--- src/rtl/phpd_pkg.sv ---
`timescale 1ns / 1ps

package phpd_pkg;

	localparam int SAMPLE_W  = 14;
	localparam int AMP_W     = 18;
	localparam int IDX_W     = 10;
	localparam int DEPTH_W   = 14;
	localparam int SEP_W     = 10;

	localparam int CFG_IDX_W  = 1;
	localparam int CFG_DATA_W = 14;

	localparam logic [CFG_IDX_W-1:0] REG_VALLEY_DEPTH      = 1'd0;
	localparam logic [CFG_IDX_W-1:0] REG_PILEUP_SEPARATION = 1'd1;

	localparam logic [DEPTH_W-1:0] VALLEY_DEPTH_RST      = 14'd50;
	localparam logic [SEP_W-1:0]   PILEUP_SEPARATION_RST = 10'd30;

	localparam logic [IDX_W-1:0] IDX_MAX = '1;

	localparam int PREGATE_DEF     = 25;
	localparam int LAG_DEF         = 6;
	localparam int MAX_SAMPLES_DEF = 1024;

	typedef struct packed {
		logic [SAMPLE_W-1:0] sample;
		logic                last;
	} in_word_t;

	typedef struct packed {
		logic [AMP_W-1:0] amplitude;
		logic [IDX_W-1:0] min_index;
		logic             pileup;
		logic             trace_error;
	} out_word_t;

endpackage

--- src/rtl/pulse_height_pileup_detector_top.sv ---
// Pulse height analyzer with pileup detection for negative-going traces. One ADC
// sample word is taken per clock (in_valid/in_stall), with last marking the end of
// a trace; the block keeps up with one sample every cycle and stalls its input only
// while a finished result sits in the output register with out_stall high. The
// first PREGATE samples form the baseline, the earliest minimum and its position are
// tracked, and valleys deeper than valley_depth against the samples LAG away on
// both sides are found; two valleys spaced more than pileup_separation apart set
// pileup. Each trace yields one result word via a registered state-update stage, a
// baseline-difference stage and a reciprocal multiply for the division by PREGATE.
// trace_error marks traces shorter than PREGATE (amplitude then reads 0) or longer
// than MAX_SAMPLES (index saturates). Registers are written via cfg_we, cfg_index
// and cfg_data by the user only while no trace is active; unenforced by the block.
`timescale 1ns / 1ps

module pulse_height_pileup_detector_top #(
	parameter int PREGATE     = phpd_pkg::PREGATE_DEF,
	parameter int LAG         = phpd_pkg::LAG_DEF,
	parameter int MAX_SAMPLES = phpd_pkg::MAX_SAMPLES_DEF
) (
	input  logic                         clk,
	input  logic                         arst_n,
	input  logic                         in_valid,
	output logic                         in_stall,
	input  phpd_pkg::in_word_t           in_data,
	output logic                         out_valid,
	input  logic                         out_stall,
	output phpd_pkg::out_word_t          out_data,
	input  logic                         cfg_we,
	input  logic [phpd_pkg::CFG_IDX_W-1:0]  cfg_index,
	input  logic [phpd_pkg::CFG_DATA_W-1:0] cfg_data
);
	import phpd_pkg::*;

	localparam int CW   = $clog2(MAX_SAMPLES + 1);
	localparam int NXW  = CW + 9;
	localparam int PW   = $clog2(MAX_SAMPLES);
	localparam int DW   = (PW > SEP_W) ? PW : SEP_W;
	localparam int BW   = SAMPLE_W + $clog2(PREGATE + 1);
	localparam int XW   = SAMPLE_W + 4 + $clog2(PREGATE);
	localparam int AMP_SHIFT = XW + $clog2(PREGATE);
	localparam int MW   = XW + 2;
	localparam logic [63:0] RECIP_WIDE =
		((64'd1 << AMP_SHIFT) + 64'(PREGATE) - 64'd1) / 64'(PREGATE);
	localparam logic [MW-1:0] RECIP = RECIP_WIDE[MW-1:0];
	localparam int WIN = 2 * LAG;

	// configuration
	logic [DEPTH_W-1:0] depth_q;
	logic [SEP_W-1:0]   sep_q;

	always_ff @(posedge clk or negedge arst_n) begin
		if (!arst_n) begin
			depth_q <= VALLEY_DEPTH_RST;
			sep_q   <= PILEUP_SEPARATION_RST;
		end else if (cfg_we) begin
			unique case (cfg_index)
				REG_VALLEY_DEPTH:      depth_q <= cfg_data[DEPTH_W-1:0];
				REG_PILEUP_SEPARATION: sep_q   <= cfg_data[SEP_W-1:0];
				default: ;
			endcase
		end
	end

	// handshake
	logic en;
	logic acc;
	logic out_valid_q;

	assign en       = !out_valid_q || !out_stall;
	assign in_stall = !en;
	assign acc      = in_valid && en;

	// per-trace state
	logic [SAMPLE_W-1:0] win_q [WIN];
	logic [CW-1:0]       cnt_q;
	logic [BW-1:0]       base_q;
	logic [SAMPLE_W-1:0] min_q;
	logic [IDX_W-1:0]    minpos_q;
	logic [PW-1:0]       lastv_q;
	logic                seen_q;
	logic                pile_q;

	logic [SAMPLE_W-1:0] s;
	logic [NXW-1:0]      n_ext;
	logic                in_range;
	logic [BW-1:0]       base_nx;
	logic [SAMPLE_W-1:0] min_nx;
	logic [IDX_W-1:0]    minpos_nx;
	logic                take_min;
	logic [IDX_W-1:0]    pos_sat;
	logic [SAMPLE_W:0]   thr;
	logic                valley;
	logic [PW-1:0]       pos;
	logic [DW-1:0]       gap;
	logic                pile_nx;
	logic [PW-1:0]       lastv_nx;
	logic                seen_nx;
	logic [CW-1:0]       cnt_nx;
	logic                len_short;

	always_comb begin
		s        = in_data.sample;
		n_ext    = NXW'(cnt_q);
		in_range = n_ext < NXW'(MAX_SAMPLES);

		base_nx = (n_ext < NXW'(PREGATE)) ? base_q + BW'(s) : base_q;

		take_min  = (s < min_q) || (cnt_q == '0);
		pos_sat   = (n_ext > NXW'(IDX_MAX)) ? IDX_MAX : n_ext[IDX_W-1:0];
		min_nx    = take_min ? s : min_q;
		minpos_nx = take_min ? pos_sat : minpos_q;

		// left neighbor, center and right neighbor after the window shift
		thr    = {1'b0, win_q[LAG-1]} + {1'b0, depth_q};
		valley = in_range && (n_ext >= NXW'(WIN)) &&
			({1'b0, win_q[WIN-1]} > thr) && ({1'b0, s} > thr);

		pos      = PW'(cnt_q - CW'(LAG));
		gap      = DW'(pos - lastv_q);
		pile_nx  = pile_q || (valley && seen_q && (gap > DW'(sep_q)));
		lastv_nx = valley ? pos : lastv_q;
		seen_nx  = seen_q || valley;

		cnt_nx    = in_range ? cnt_q + CW'(1) : cnt_q;
		len_short = n_ext < NXW'(PREGATE - 1);
	end

	always_ff @(posedge clk) begin
		if (acc) begin
			win_q[0] <= s;
			for (int k = 1; k < WIN; k++) begin
				win_q[k] <= win_q[k-1];
			end
		end
	end

	always_ff @(posedge clk or negedge arst_n) begin
		if (!arst_n) begin
			cnt_q    <= '0;
			base_q   <= '0;
			min_q    <= '1;
			minpos_q <= '0;
			lastv_q  <= '0;
			seen_q   <= 1'b0;
			pile_q   <= 1'b0;
		end else if (acc) begin
			if (in_data.last) begin
				cnt_q    <= '0;
				base_q   <= '0;
				min_q    <= '1;
				minpos_q <= '0;
				lastv_q  <= '0;
				seen_q   <= 1'b0;
				pile_q   <= 1'b0;
			end else begin
				cnt_q    <= cnt_nx;
				base_q   <= base_nx;
				min_q    <= min_nx;
				minpos_q <= minpos_nx;
				lastv_q  <= lastv_nx;
				seen_q   <= seen_nx;
				pile_q   <= pile_nx;
			end
		end
	end

	// result pipeline
	logic                s1_valid, s2_valid;
	logic [BW-1:0]       sum_s1;
	logic [SAMPLE_W-1:0] min_s1;
	logic [IDX_W-1:0]    idx_s1, idx_s2;
	logic                pile_s1, pile_s2;
	logic                short_s1, short_s2;
	logic                err_s1, err_s2;
	logic [XW-1:0]       x_s2;
	logic [BW-1:0]       diff;
	logic [XW+MW-1:0]    prod;
	out_word_t           out_q;

	always_ff @(posedge clk or negedge arst_n) begin
		if (!arst_n) begin
			s1_valid    <= 1'b0;
			s2_valid    <= 1'b0;
			out_valid_q <= 1'b0;
		end else if (en) begin
			s1_valid    <= acc && in_data.last;
			s2_valid    <= s1_valid;
			out_valid_q <= s2_valid;
		end
	end

	// every baseline sample is at or above the minimum, so diff cannot go negative unless the trace is short
	assign diff = sum_s1 - BW'(PREGATE) * BW'(min_s1);
	assign prod = (XW + MW)'(x_s2) * (XW + MW)'(RECIP);

	always_ff @(posedge clk) begin
		if (acc && in_data.last) begin
			sum_s1   <= base_nx;
			min_s1   <= min_nx;
			idx_s1   <= minpos_nx;
			pile_s1  <= pile_nx;
			short_s1 <= len_short;
			err_s1   <= len_short || !in_range;
		end
		if (en && s1_valid) begin
			x_s2     <= (XW'(diff) << 4) + XW'(PREGATE / 2);
			idx_s2   <= idx_s1;
			pile_s2  <= pile_s1;
			short_s2 <= short_s1;
			err_s2   <= err_s1;
		end
		if (en && s2_valid) begin
			out_q.amplitude   <= short_s2 ? '0 : prod[AMP_SHIFT +: AMP_W];
			out_q.min_index   <= idx_s2;
			out_q.pileup      <= pile_s2;
			out_q.trace_error <= err_s2;
		end
	end

	assign out_valid = out_valid_q;
	assign out_data  = out_q;

endmodule

--- config.mk ---
export PLATFORM = sky130hd
export DESIGN_NAME = pulse_height_pileup_detector_top
export DESIGN_NICKNAME = d
export VERILOG_FILES = /design/src/rtl/phpd_pkg.sv /design/src/rtl/pulse_height_pileup_detector_top.sv
export SDC_FILE = /design/constraint.sdc
export NUM_CORES = 1
export LEC_CHECK = 0
export BUFFER_PORTS_ARGS = -buffer_cell sky130_fd_sc_hd__clkbuf_2
export CORE_MARGIN = 2
export CORE_UTILIZATION = 45
export DETAILED_ROUTE_END_ITERATION = 10
export PLACE_DENSITY = 0.69
export RECOVER_POWER = 100
export SLEW_MARGIN = 25
export SYNTH_ARGS = -nofsm -noshare
export SYNTH_HDL_FRONTEND = slang
export SYNTH_SLANG_ARGS = --single-unit
export TNS_END_PERCENT = 20
--- constraint.sdc ---
create_clock -name clk -period 6.1 [get_ports clk]
set_input_delay 0.915 -clock clk [delete_from_list [all_inputs] [get_ports clk]]
set_output_delay 0.915 -clock clk [all_outputs]
set_load 0.02 [all_outputs]
==> results.md, run 1 <==
* Status: finished, violations left
* Violated checks: capacitance limit, slew limit, setup timing
* Post-synth ARST share at 25.2%
* Global-route wire length before repair at 90700 um
* Gr ovfl total at 0
* Sequential-to-total area share from yosys stat at 41.2%
* Post-Syn Area at 25800 um^2
* Synth area leaders: edfxtp_1, ha_1, fa_1
* Critical-path cell list: ha_4, inv_2, fa_1, fa_2, fa_1, inv_2, fa_2, fa_1, fa_1, ha_4, buf_6, nand4_1, o22ai_2, o32a_4, nand3_4, a311oi_4, o21ai_1, or3b_1, and4_1
* Total CTS buffers at 41
* Yosys top cell area share at 32.1%
* # rows at 87
* Crit path launch type: flip-flop
* Final-stage net count at 2940
* Avg Cell Area, Syn at 12.1 um^2
* Post-DP HPWL at 43600 um
* Remaining antenna violation count after routing at 0
* Vias in the first global route at 17200
* Final core utilization at 52.5%
* Clk root buf: clkbuf_16
* Crit. End Element: flip-flop
* Register clock-pin slew on the reported worst setup and hold paths at 60 ps
* Synth Instances at 2143
* DR WL/cell at 17.9 um
* Flop-to-flop setup slack at -40 ps
* Crit path DAT at 6460 ps
* Top_reg_cell synth: edfxtp_1
* Clock Latency Late Sink at 570 ps
* RR Endpoint: out_data[25]
* Layout cell share with drive strength beyond 1 at 15.5%
* CP max FO at 4
* Clk sink count at 369
* Starting DRC count in detailed routing at 820
* Most Frequent Cell on Critical Path: fa_1
* Largest net degree at the start of global routing at 67
* Design area at 29700 um^2
* Worst reg-to-reg path cell count at 19
* Worst Min Path Start: idx_s1[3]
* TritonCTS clock tree: yes
* Vias per inst at 5.17
* Total GRT Usage at 19.3%
* Post-synthesis cell type count at 94
* Residual DRC at 0
* Synth Net Count at 2736
* Required @ worst endpoint at 6420 ps
* Core area at 56600 um^2
* Hold_ws at 414 ps
* Hold path cells at 0
* Slew margin rel. at -96.5%
* Slew of the pin with the lowest slew margin at 2950 ps
* CTS H-tree depth at 2
* Fmax at 163 MHz
* WL final at 56000 um
* Starting density of the core at 45.6%
* RSZ-0062 raised after global routing: true
* Slowest Stage Delay on Critical Path at 570 ps
* Setup WS post-layout at -44.7 ps
* Synth-to-layout area growth at 15.2%
* Initial antenna violation count at 0
* Final hold vios at 0
* Worst r2r src: x_s2[5]
* Max Cap Viol at 8
* Hold buffer count at cts at 0
* Slowest cell on crit path: fa_2
* Pre-Repair DR Iteration Count at 5
* Io pins at 67
* DIE AREA at 59300 um^2
* Port bufs at 66
* Period utilization at 101%
* Final min period at 6140 ps
* Final Skew at 15.2 ps
* GP Congestion at 0.961
* Die width at 244 um
* Min-delay worst type: reg2reg
* Die height at 244 um
* Critical path class: reg2reg
* Warnings from Yosys at 0
* ANT cells at 0
* Slew Viols, Final at 343
* Via count at 16200
* Final setup fails at 2
* Clk buf depth at 3
* WHS Endpoint: idx_s2[3]
* Placed cell areas at 27800 um^2
* Largest area contributor in the netlist: edfxtp_1
* Crit path from: x_s2[5]
* EDFF count, synth at 276
* Synth Register Bits at 369
* Post-place setup slack at -414 ps
==> Yosys cell counts, drive strengths merged, types with 6 or more instances <==
| cell | n |
|---|---|
| and3 | 11 |
| o21ai | 75 |
| nand4 | 10 |
| o21bai | 9 |
| nand3 | 22 |
| clkbuf | 24 |
| nand2 | 114 |
| nand2b | 11 |
| edfxtp | 276 |
| inv | 364 |
| mux2 | 28 |
| mux2i | 14 |
| ha | 372 |
| nor2 | 98 |
| nor3b | 6 |
| o211ai | 7 |
| a21o | 50 |
| xor2 | 39 |
| a22o | 7 |
| a21oi | 87 |
| buf | 12 |
| o22a | 14 |
| dfrtp | 72 |
| dfstp | 21 |
| nor3 | 25 |
| o21a | 10 |
| nor2b | 15 |
| xnor2 | 48 |
| fa | 186 |
| a32o | 8 |
| a31oi | 10 |
| o31ai | 6 |
==> cell usage in the layout, fill, tap and decap left out, drive strengths merged, types with 6 or more instances in the layout <==
master,count
a21o,50
a21oi,87
a22o,7
a31oi,10
a32o,8
and3,11
buf,121
bufinv,6
clkbuf,126
clkinv,15
dfrtp,72
dfstp,21
edfxtp,276
fa,186
ha,372
inv,365
mux2,28
mux2i,14
nand2,114
nand2b,11
nand3,22
nand4,10
nor2,98
nor2b,15
nor3,25
nor3b,6
o211ai,7
o21a,10
o21ai,75
o21bai,9
o22a,14
o31ai,6
xnor2,48
xor2,39
==> worst max path at each step <==
stage	end	slack (ps)	cells past startpoint
after floorplan	out_data[25]	-140	21
after detailed placement	out_data[29]	-410	19
after global placement	out_data[14]	-310	22
after CTS	out_data[29]	-60	19
after global routing	out_data[25]	-190	23
final	out_data[25]	-40	19
==> area by class of cell <==
cell class,count,area [um^2]
Timing Repair Buffer,197,1240
Clock buffer,50,1100
Clock inverter,26,345
Sequential cell,369,10600
Multi-Input combinational cell,1373,14100
Fill cell,4807,26900
Inverter,365,1370
Tap cell,756,946
==> repair_timing <==
action                                  CTS  global route
hold endpoints to repair                  0             0
setup buffers                            15             7
endpoints found under the setup margin   15            17
gates resized for setup                  77            31
pin swaps                                65            53
==> kinds of logic (layout without fill, tap and decap cells) <==
| kind of cell | after synthesis | count (layout) | synth area share, % |
|---|---|---|---|
| adder cells (fa/ha/maj) | 558 | 558 | 32.4 |
| buffers and inverters | 401 | 638 | 5.91 |
| flip-flops | 369 | 369 | 41.2 |
| AND/OR/NAND/NOR | 346 | 346 | 6.47 |
| AO/OA/AOI/OAI | 340 | 340 | 9.25 |
| XOR/XNOR | 87 | 87 | 2.95 |
| multiplexers | 42 | 42 | 1.76 |
==> metrics by stage <==
stage,setup TNS [ps],cells
detailed placement,-3550,3039
CTS,-103,3129
global route,-1180,3136
floorplan,-278,2143
finish,-72.0,3136
global placement,-1910,3039
==> critical path: cells and delay by family (launching register included) <==
kind / cells / cell delay [ps]
AO/OA/AOI/OAI: 4 / 810
AND/OR/NAND/NOR: 4 / 780
adder cells (fa/ha/maj): 8 / 3570
buffers and inverters: 3 / 210
flip-flops: 1 / 510
==> routing by layer <==
layer | up-vias | part of all wire (%) | GRT usage, % | wire (um)
met5 | - | 0 | 0 | 0
met4 | 0 | 2.7 | 5.90 | 1530
met2 | 315 | 49 | 33.4 | 27300
met3 | 91 | 3.5 | 2.19 | 1980
li1 | 7811 | - | - | -
met1 | 8007 | 45 | 25.5 | 25100
==> registers in the layout, summed over array words and instances, names as in the netlist, 10 cells and up <==
name      cells
min_q        14
idx_s2       10
min_s1       14
lastv_q      10
x_s2         19
out_data     30
minpos_q     10
sum_s1       19
depth_q      14
win_q       168
cnt_q        11
idx_s1       10
sep_q        10
base_q       19
Power of run 1 is left out: the tool's default activity adds up to more than one toggle a clock period on the data nets, which glitch-free logic cannot reach.
==> run 2, diff against run 1 <==
--- a/config.mk
+++ b/config.mk
@@ -6,10 +6,9 @@
 export NUM_CORES = 1
 export LEC_CHECK = 0
 export BUFFER_PORTS_ARGS = -buffer_cell sky130_fd_sc_hd__clkbuf_2
-export CORE_MARGIN = 2
-export CORE_UTILIZATION = 45
+export CORE_UTILIZATION = 55
 export DETAILED_ROUTE_END_ITERATION = 10
-export PLACE_DENSITY = 0.69
+export PLACE_DENSITY = 0.8
 export RECOVER_POWER = 100
 export SLEW_MARGIN = 25
 export SYNTH_ARGS = -nofsm -noshare
==> results.md, run 2 (synthesis gave the netlist of run 1 again) <==
* Flop-to-flop setup slack at -90 ps (-50 ps)
* Slew Viols, Final at 486 (+42%)
* Crit path DAT at 6480 ps (+20 ps)
* TritonCTS clock tree: yes
* CP max FO at 4 (unchanged)
* CTS H-tree depth at 2 (unchanged)
* Crit. End Element: flip-flop
* Final Skew at 27.9 ps (+12.8 ps)
* Slowest cell on crit path: fa_1
* Largest net degree at the start of global routing at 81 (+21%)
* Slew margin rel. at -120% (-23 points)
* Via count at 16600 (+2.1%)
* Total CTS buffers at 38 (-7.3%)
* Starting density of the core at 55.6% (+10 points)
* Fmax at 161 MHz (-0.78%)
* Max Cap Viol at 10 (+2)
* Met2 wire length at 27100 um (-0.89%)
* Vias per inst at 5.56 (+7.5%)
* Starting DRC count in detailed routing at 1214 (+48%)
* Required @ worst endpoint at 6380 ps (-40 ps)
* Die width at 219 um (-10%)
* Clk sink count at 369 (unchanged)
* Met3 wire len at 2860 um (+44%)
* GP Congestion at 0.965 (+0.36%)
* Synth-to-layout area growth at 13.2%
* Core area at 46500 um^2 (-18%)
* Gr ovfl total at 0 (unchanged)
* Final setup fails at 6 (+4)
* Clk root buf: clkbuf_16
* Total GRT Usage at 24.4% (+5.1 points)
* Violated checks: capacitance limit, slew limit, setup timing
* Final hold vios at 0 (unchanged)
* Uppermost layer routed: met4
* Clk buf depth at 3 (unchanged)
* WL final at 56300 um (+0.52%)
* Slowest Stage Delay on Critical Path at 550 ps (-20 ps)
* Largest Register: win_q
* Die height at 219 um (-10%)
* Port bufs at 66 (unchanged)
* Layout cell share with drive strength beyond 1 at 14.4% (-1.1 points)
* Pre-Repair DR Iteration Count at 5 (unchanged)
* Io pins at 67 (unchanged)
* Residual DRC at 0 (unchanged)
* Final-stage net count at 2933 (-0.24%)
* # rows at 79 (-9.2%)
* Min-delay worst type: reg2reg
* Critical path class: reg2reg
* DIE AREA at 47800 um^2 (-19%)
* Setup WS post-layout at -92.9 ps (-48.2 ps)
* Post-DP HPWL at 43400 um (-0.61%)
* Status: finished, violations left
* Most Frequent Cell on Critical Path: fa_1
* Initial antenna violation count at 2 (+2)
* RSZ-0062 raised after global routing: true
* Hold_ws at 415 ps (+0.670 ps)
* Number of flip-flops under the largest register name at 168 (unchanged)
* Critical-path cell list: buf_4, buf_6, ha_4, inv_2, fa_1, ha_1, inv_2, fa_1, fa_1, fa_1, inv_2, fa_1, inv_2, ha_4, nand3_2, o31ai_4, o32a_4, nand3_4, a311oi_4, o21ai_2, and4_1, a211o_1
* Global-route wire length before repair at 91000 um (+0.40%)
* Met1 WL at 25000 um (-0.39%)
* Crit path launch type: flip-flop
* Final min period at 6190 ps (+48.2 ps)
* Slew of the pin with the lowest slew margin at 3300 ps (+350 ps)
* Most frequent cells in the layout: inv_1, ha_1, edfxtp_1
* Remaining antenna violation count after routing at 0 (unchanged)
* Vias in the first global route at 17500 (+1.7%)
* Period utilization at 102% (+0.79 points)
* Hold buffer count at cts at 0 (unchanged)
* DR WL/cell at 18.9 um (+5.9%)
* Register clock-pin slew on the reported worst setup and hold paths at 60 ps (about the same)
* Clock Latency Late Sink at 560 ps (about the same)
run 2: per-stage QoR:
step | cell area [um^2] | util [%] | TNS, ps | setup slack [ps] | cells
finish | 29200 | 62.9 | -290 | -92.9 | 2977
global route | 29200 | 62.9 | -2480 | -236 | 2977
CTS | 29300 | 63.1 | -7.52 | -7.52 | 2972
detailed placement | 27600 | 59.4 | -2920 | -348 | 2888
global placement | 27600 | 59.4 | -1680 | -253 | 2888
floorplan | 25800 | - | -278 | -143 | 2143
run 2: layout make-up:
| class | instances | area [um^2] |
|---|---|---|
| multi-input combinational | 1373 | 14000 |
| tap | 607 | 759 |
| clock inverter | 22 | 234 |
| timing repair buffer | 193 | 1210 |
| sequential | 369 | 10600 |
| fill | 3457 | 17200 |
| clock buffer | 47 | 1030 |
| inverter | 365 | 1370 |
| antenna | 1 | 2.50 |
run 2: worst max-delay path: cells and delay by family (launching register included):
family / cells / cell delay, ps
compound gates: 5 / 1200
fa+ha+maj: 8 / 3340
buf+inv: 6 / 470
flops: 1 / 460
simple gates: 3 / 440
run 2: final timing paths:
kind                                endpoint    startpoint  cells past startpoint
max in group asynchronous           s1_valid        arst_n                      2
min in group asynchronous        depth_q[12]        arst_n                      1
worst min register to register  win_q[0][54]  win_q[0][40]                      0
worst min-delay path            win_q[0][54]  win_q[0][40]                      0
worst max register to register  out_data[29]       x_s2[6]                     22
worst max-delay path            out_data[29]       x_s2[6]                     22
run 2: per-layer routing:
| layer | global-route usage [%] | vias to the layer above |
|---|---|---|
| li1 | - | 7795 |
| met1 | 33.1 | 8190 |
| met2 | 41.8 | 471 |
| met3 | 2.98 | 101 |
| met4 | 5.76 | 0 |
| met5 | 0 | - |
run 2: timing repair:
item / 4_1_cts / 5_1_grt
hold endpoints to repair: 0 / 0
setup endpoints to repair: 15 / 16
resized for setup: 60 / 33
buffers inserted: 15 / 4
pin swaps: 61 / 23
Power of run 2 is left out for the same reason.
